### src/salru_pkg.sv
`timescale 1ns / 1ps

package salru_pkg;

  localparam int unsigned DEF_MAX_WAYS = 8;
  localparam int unsigned DEF_MAX_SETS = 64;

  localparam int unsigned ADDR_W    = 64;
  localparam int unsigned RANK_W    = 3;
  localparam int unsigned SET_BITS_W = 3;
  localparam int unsigned BLK_BITS_W = 6;
  localparam int unsigned WAYS_W    = 4;
  localparam int unsigned CFG_IDX_W = 2;
  localparam int unsigned CFG_DATA_W = 6;
  localparam int unsigned CNT_W     = 32;

  localparam logic [RANK_W-1:0] RANK_MAX = 3'd7;

  localparam logic [SET_BITS_W-1:0] SET_BITS_RST = 3'd4;
  localparam logic [BLK_BITS_W-1:0] BLK_BITS_RST = 6'd4;
  localparam logic [WAYS_W-1:0]     WAYS_RST     = 4'd1;

  typedef enum logic [CFG_IDX_W-1:0] {
    CFG_SET_BITS   = 2'd0,
    CFG_BLOCK_BITS = 2'd1,
    CFG_WAYS       = 2'd2,
    CFG_NONE       = 2'd3
  } cfg_idx_e;

  typedef enum logic [1:0] {
    OUT_HIT   = 2'd0,
    OUT_FILL  = 2'd1,
    OUT_EVICT = 2'd2
  } outcome_e;

  typedef struct packed {
    logic              valid;
    logic [ADDR_W-1:0] tag;
    logic [RANK_W-1:0] rank;
  } line_t;

  typedef struct packed {
    logic              kind;
    logic [ADDR_W-1:0] address;
  } in_t;

  typedef struct packed {
    logic [1:0]       outcome;
    logic             extra_hit;
    logic [CNT_W-1:0] hit_total;
    logic [CNT_W-1:0] miss_total;
    logic [CNT_W-1:0] evict_total;
  } out_t;

endpackage

### src/salru_update.sv
`timescale 1ns / 1ps

module salru_update #(
  parameter int unsigned MAX_WAYS = salru_pkg::DEF_MAX_WAYS
) (
  input  salru_pkg::line_t [MAX_WAYS-1:0]      row_i,
  input  logic [salru_pkg::ADDR_W-1:0]         tag_i,
  input  logic [salru_pkg::WAYS_W-1:0]         ways_i,
  output salru_pkg::line_t [MAX_WAYS-1:0]      row_o,
  output salru_pkg::outcome_e                  outcome_o
);
  import salru_pkg::*;

  localparam int unsigned WAY_W = (MAX_WAYS > 1) ? $clog2(MAX_WAYS) : 1;

  logic [MAX_WAYS-1:0] use_w;
  logic [MAX_WAYS-1:0] match_w;
  logic [MAX_WAYS-1:0] empty_w;
  logic [MAX_WAYS-1:0] age_w;
  logic                hit;
  logic                has_empty;
  logic                age_all;
  logic [WAY_W-1:0]    hit_way;
  logic [WAY_W-1:0]    empty_way;
  logic [WAY_W-1:0]    victim_way;
  logic [WAY_W-1:0]    sel_way;
  logic [RANK_W-1:0]   best_rank;
  logic [RANK_W-1:0]   limit;

  // ways past the configured count or MAX_WAYS never take part, but way 0 always does
  always_comb begin
    for (int w = 0; w < MAX_WAYS; w++) begin
      use_w[w]   = (w == 0) || (WAYS_W'(w) < ways_i);
      match_w[w] = use_w[w] && row_i[w].valid && (row_i[w].tag == tag_i);
      empty_w[w] = use_w[w] && !row_i[w].valid;
    end
    hit       = |match_w;
    has_empty = |empty_w;
  end

  // lowest index wins in every search
  always_comb begin
    hit_way    = '0;
    empty_way  = '0;
    victim_way = '0;
    best_rank  = '0;
    for (int w = 0; w < MAX_WAYS; w++) begin
      if (use_w[w] && (row_i[w].rank > best_rank)) begin
        best_rank = row_i[w].rank;
      end
    end
    for (int w = MAX_WAYS - 1; w >= 0; w--) begin
      if (match_w[w]) begin
        hit_way = WAY_W'(w);
      end
      if (empty_w[w]) begin
        empty_way = WAY_W'(w);
      end
      if (use_w[w] && (row_i[w].rank == best_rank)) begin
        victim_way = WAY_W'(w);
      end
    end
  end

  always_comb begin
    priority if (hit) begin
      sel_way   = hit_way;
      limit     = row_i[hit_way].rank;
      age_all   = 1'b0;
      outcome_o = OUT_HIT;
    end else if (has_empty) begin
      sel_way   = empty_way;
      limit     = '0;
      age_all   = 1'b1;
      outcome_o = OUT_FILL;
    end else begin
      sel_way   = victim_way;
      limit     = best_rank;
      age_all   = 1'b0;
      outcome_o = OUT_EVICT;
    end
  end

  always_comb begin
    row_o = row_i;
    for (int w = 0; w < MAX_WAYS; w++) begin
      age_w[w] = use_w[w] && row_i[w].valid && (age_all || (row_i[w].rank < limit))
                 && (row_i[w].rank != RANK_MAX);
      if (age_w[w]) begin
        row_o[w].rank = row_i[w].rank + RANK_W'(1);
      end
    end
    row_o[sel_way].valid = 1'b1;
    row_o[sel_way].tag   = tag_i;
    row_o[sel_way].rank  = '0;
  end

endmodule

### config.mk
export PLATFORM = sky130hd
export DESIGN_NAME = salru_update
export DESIGN_NICKNAME = d
export VERILOG_FILES = /design/src/salru_pkg.sv /design/src/salru_update.sv
export SDC_FILE = /design/constraint.sdc
export NUM_CORES = 1
export LEC_CHECK = 0
export ABC_AREA = 1
export BUFFER_PORTS_ARGS = -buffer_cell sky130_fd_sc_hd__buf_2
export CORE_AREA = 3 3 451 453
export DETAILED_ROUTE_END_ITERATION = 6
export DIE_AREA = 0 0 454 456
export GPL_TIMING_DRIVEN = 0
export PLACE_DENSITY_LB_ADDON = 0.15
export SLEW_MARGIN = 25
export SYNTH_ARGS = -nofsm -noshare
export SYNTH_HDL_FRONTEND = slang
export SYNTH_SLANG_ARGS = --single-unit
### constraint.sdc
create_clock -name vclk -period 34.7
set_input_delay 5.205 -clock vclk [all_inputs]
set_output_delay 5.205 -clock vclk [all_outputs]
set_load 0.03 [all_outputs]
==> results_dict.tcl <==
set metrics [dict create \
    tightest_slew_ns 1.207 \
    crit_path_start_kind "input pin" \
    globalRouteTotalUtil 0.3285 \
    grt_max_degree 11 \
    rows 164 \
    area_growth_pct 52.40 \
    multi_input_comb_area_mm2 0.01755 \
    slowest_stage "buf_2" \
    critPathArrivalTime_ns 17.74 \
    nFillCells 23910 \
    grt-ovfl-total 0 \
    vias_per_cell 4.758 \
    syn_avg_cell_area_um2 4.958 \
    wl_um 358100 \
    synthCells 4121 \
    drc 0 \
    hold_violations 0 \
    layout_setup_ws_ns 11.75 \
    cts-resized-gates 0 \
    core_mm2 0.1997 \
    cp_max_fo 11 \
    cts_setup_buffers 0 \
    synth_xor_area_frac 0.1432 \
    die-width_um 454 \
    cpMostUsedCell "nand2_1" \
    worst-path-buf-inv 14 \
    antenna_found_initial 166 \
    hold_slack_ns 10.79 \
    synth_mux_area_frac 0 \
    register_area_um2 0 \
    synth_adder_area_share 0.02817 \
    gp_routability_congestion 0.9796 \
    post-route-util 0.1560 \
    io_pins 1158 \
    slew_violations 0 \
    synth_compound_area_frac 0.06093 \
    synth_cell_types 54 \
    initial_core_util 0.1023 \
    min_path_type "input pin to output port" \
    n_clock_buffer 0 \
    design.die.area_mm2 0.2070 \
    max_stage_delay_ns 0.78 \
    design.seq.count 0 \
    vias 38040 \
    cp.required_ns 29.49 \
    ys_seq_area_frac 0 \
    yosysWarningCount 0 \
    setup_viol 0 \
    hpwl_um 306900 \
    period_share 0.6614 \
    setup_tns_ns 0 \
    cp-end-kind "output port" \
    drtAntennaViolNets 0 \
    synthSimpleGateAreaFrac 0.6260 \
    post-place-ws_ns 12.04 \
    path_delay_family "simple AND/OR/NAND/NOR gates" \
    first_global_vias 35140 \
    cts_hold_buffers 0 \
    synth_nets 4779 \
    drt-pass1-iter-count 6 \
    post-route-min-period_ns 22.95 \
    fmax_ghz 0.04357 \
    worstSetupPathType "input pin to output port" \
    grt_setup_unrepaired "false" \
    dieHeight_um 456 \
    wl_per_cell_um 44.78 \
    grt_pass1_wl_um 433400 \
    status "finished clean" \
    maxCapViolations 0 \
    post_route_cells_drive_above_1_share 0.3003 \
    nNetsFinal 5942 \
    io_buffer_count 1096 \
    drtIter0Drc 4848 \
    syn-cell-area_mm2 0.02043 \
    synth_top_family_by_area "simple AND/OR/NAND/NOR gates" \
    maxSlewHeadroom 0.1956 \
]
## stage by stage
step / area [um^2] / cells
after detailed placement: 30990 / 7938
after floorplan: 20430 / 4121
after global placement: 29240 / 7873
after global routing: 31030 / 7951
final: 31140 / 7996
after CTS: 30990 / 7938
## placed cells by master, fill, tap and decap left out, drive strengths merged, types with 6 or more instances in the layout
cell type | synthesis | final
nand2 | 1470 | 1470
buf | 192 | 1353
nand3 | 537 | 537
nor2 | 420 | 420
inv | 342 | 342
xor2 | 285 | 285
nor4 | 137 | 137
o21ai | 136 | 136
clkbuf | 108 | 108
nand4 | 106 | 106
nor3 | 93 | 93
or2 | 64 | 64
diode | 0 | 58
xnor2 | 49 | 49
ha | 46 | 46
a21oi | 38 | 38
nand3b | 17 | 17
o2111ai | 13 | 13
o22ai | 11 | 11
o211ai | 9 | 9
nor3b | 8 | 8
and3 | 7 | 7
or4 | 6 | 6
## routing by layer
layer  vias up  GRT usage  part of all wire
met3       672    0.06400             0.076
met5         -          0            0.0013
li1      15730          -                 -
met2      2700     0.5397              0.46
met1     18890     0.4011              0.40
met4        53     0.1770             0.065
## synth_stat cells (all sizes together)
| master | number | share of area |
|---|---|---|
| a22oi | 1 | 0.00037 |
| a21o | 1 | 0.00037 |
| o31ai | 1 | 0.00037 |
| o2111ai | 13 | 0.0056 |
| a211oi | 1 | 0.00037 |
| xnor2 | 49 | 0.021 |
| or2 | 64 | 0.020 |
| or4 | 6 | 0.0022 |
| ha | 46 | 0.028 |
| nand2 | 1470 | 0.28 |
| xor2 | 285 | 0.12 |
| clkinv | 5 | 0.00092 |
| nor4 | 137 | 0.042 |
| nor3b | 8 | 0.0029 |
| buf | 192 | 0.058 |
| o21ai | 136 | 0.033 |
| nand3b | 17 | 0.0062 |
| inv | 342 | 0.063 |
| nor3 | 93 | 0.023 |
| a211o | 1 | 0.00043 |
| nor4b | 5 | 0.0021 |
| and3b | 1 | 0.00043 |
| a21oi | 38 | 0.011 |
| nor2 | 420 | 0.079 |
| a31oi | 3 | 0.00092 |
| nand4 | 106 | 0.032 |
| o22ai | 11 | 0.0034 |
| and2 | 2 | 0.00061 |
| clkbuf | 108 | 0.020 |
| nand3 | 537 | 0.13 |
| and3 | 7 | 0.0021 |
| a32o | 1 | 0.00049 |
| or3b | 2 | 0.00086 |
| a2111oi | 3 | 0.0013 |
| o211ai | 9 | 0.0033 |
## logic make-up (layout without fill, tap and decap cells)
kind of cell,count (synthesis),after routing
fa+ha+maj,46,46
buf+inv,647,1808
compound gates,219,219
simple gates,2875,2875
other cells,0,58
xor+xnor,334,334
## final timing paths
| check | from | end | slack (ns) | cells past startpoint |
|---|---|---|---|---|
| hold / removal | row_i[457] | row_o[457] | 10.79 | 4 |
| setup / recovery | row_i[0] | row_o[411] | 11.75 | 72 |
## final cells by class
class	count	share of cell area
Antenna cell	58	0.004661
Buffer	300	0.05549
Inverter	347	0.04195
Multi-Input combinational cell	3474	0.5635
Tap cell	2656	0.1067
Timing Repair Buffer	1161	0.2277
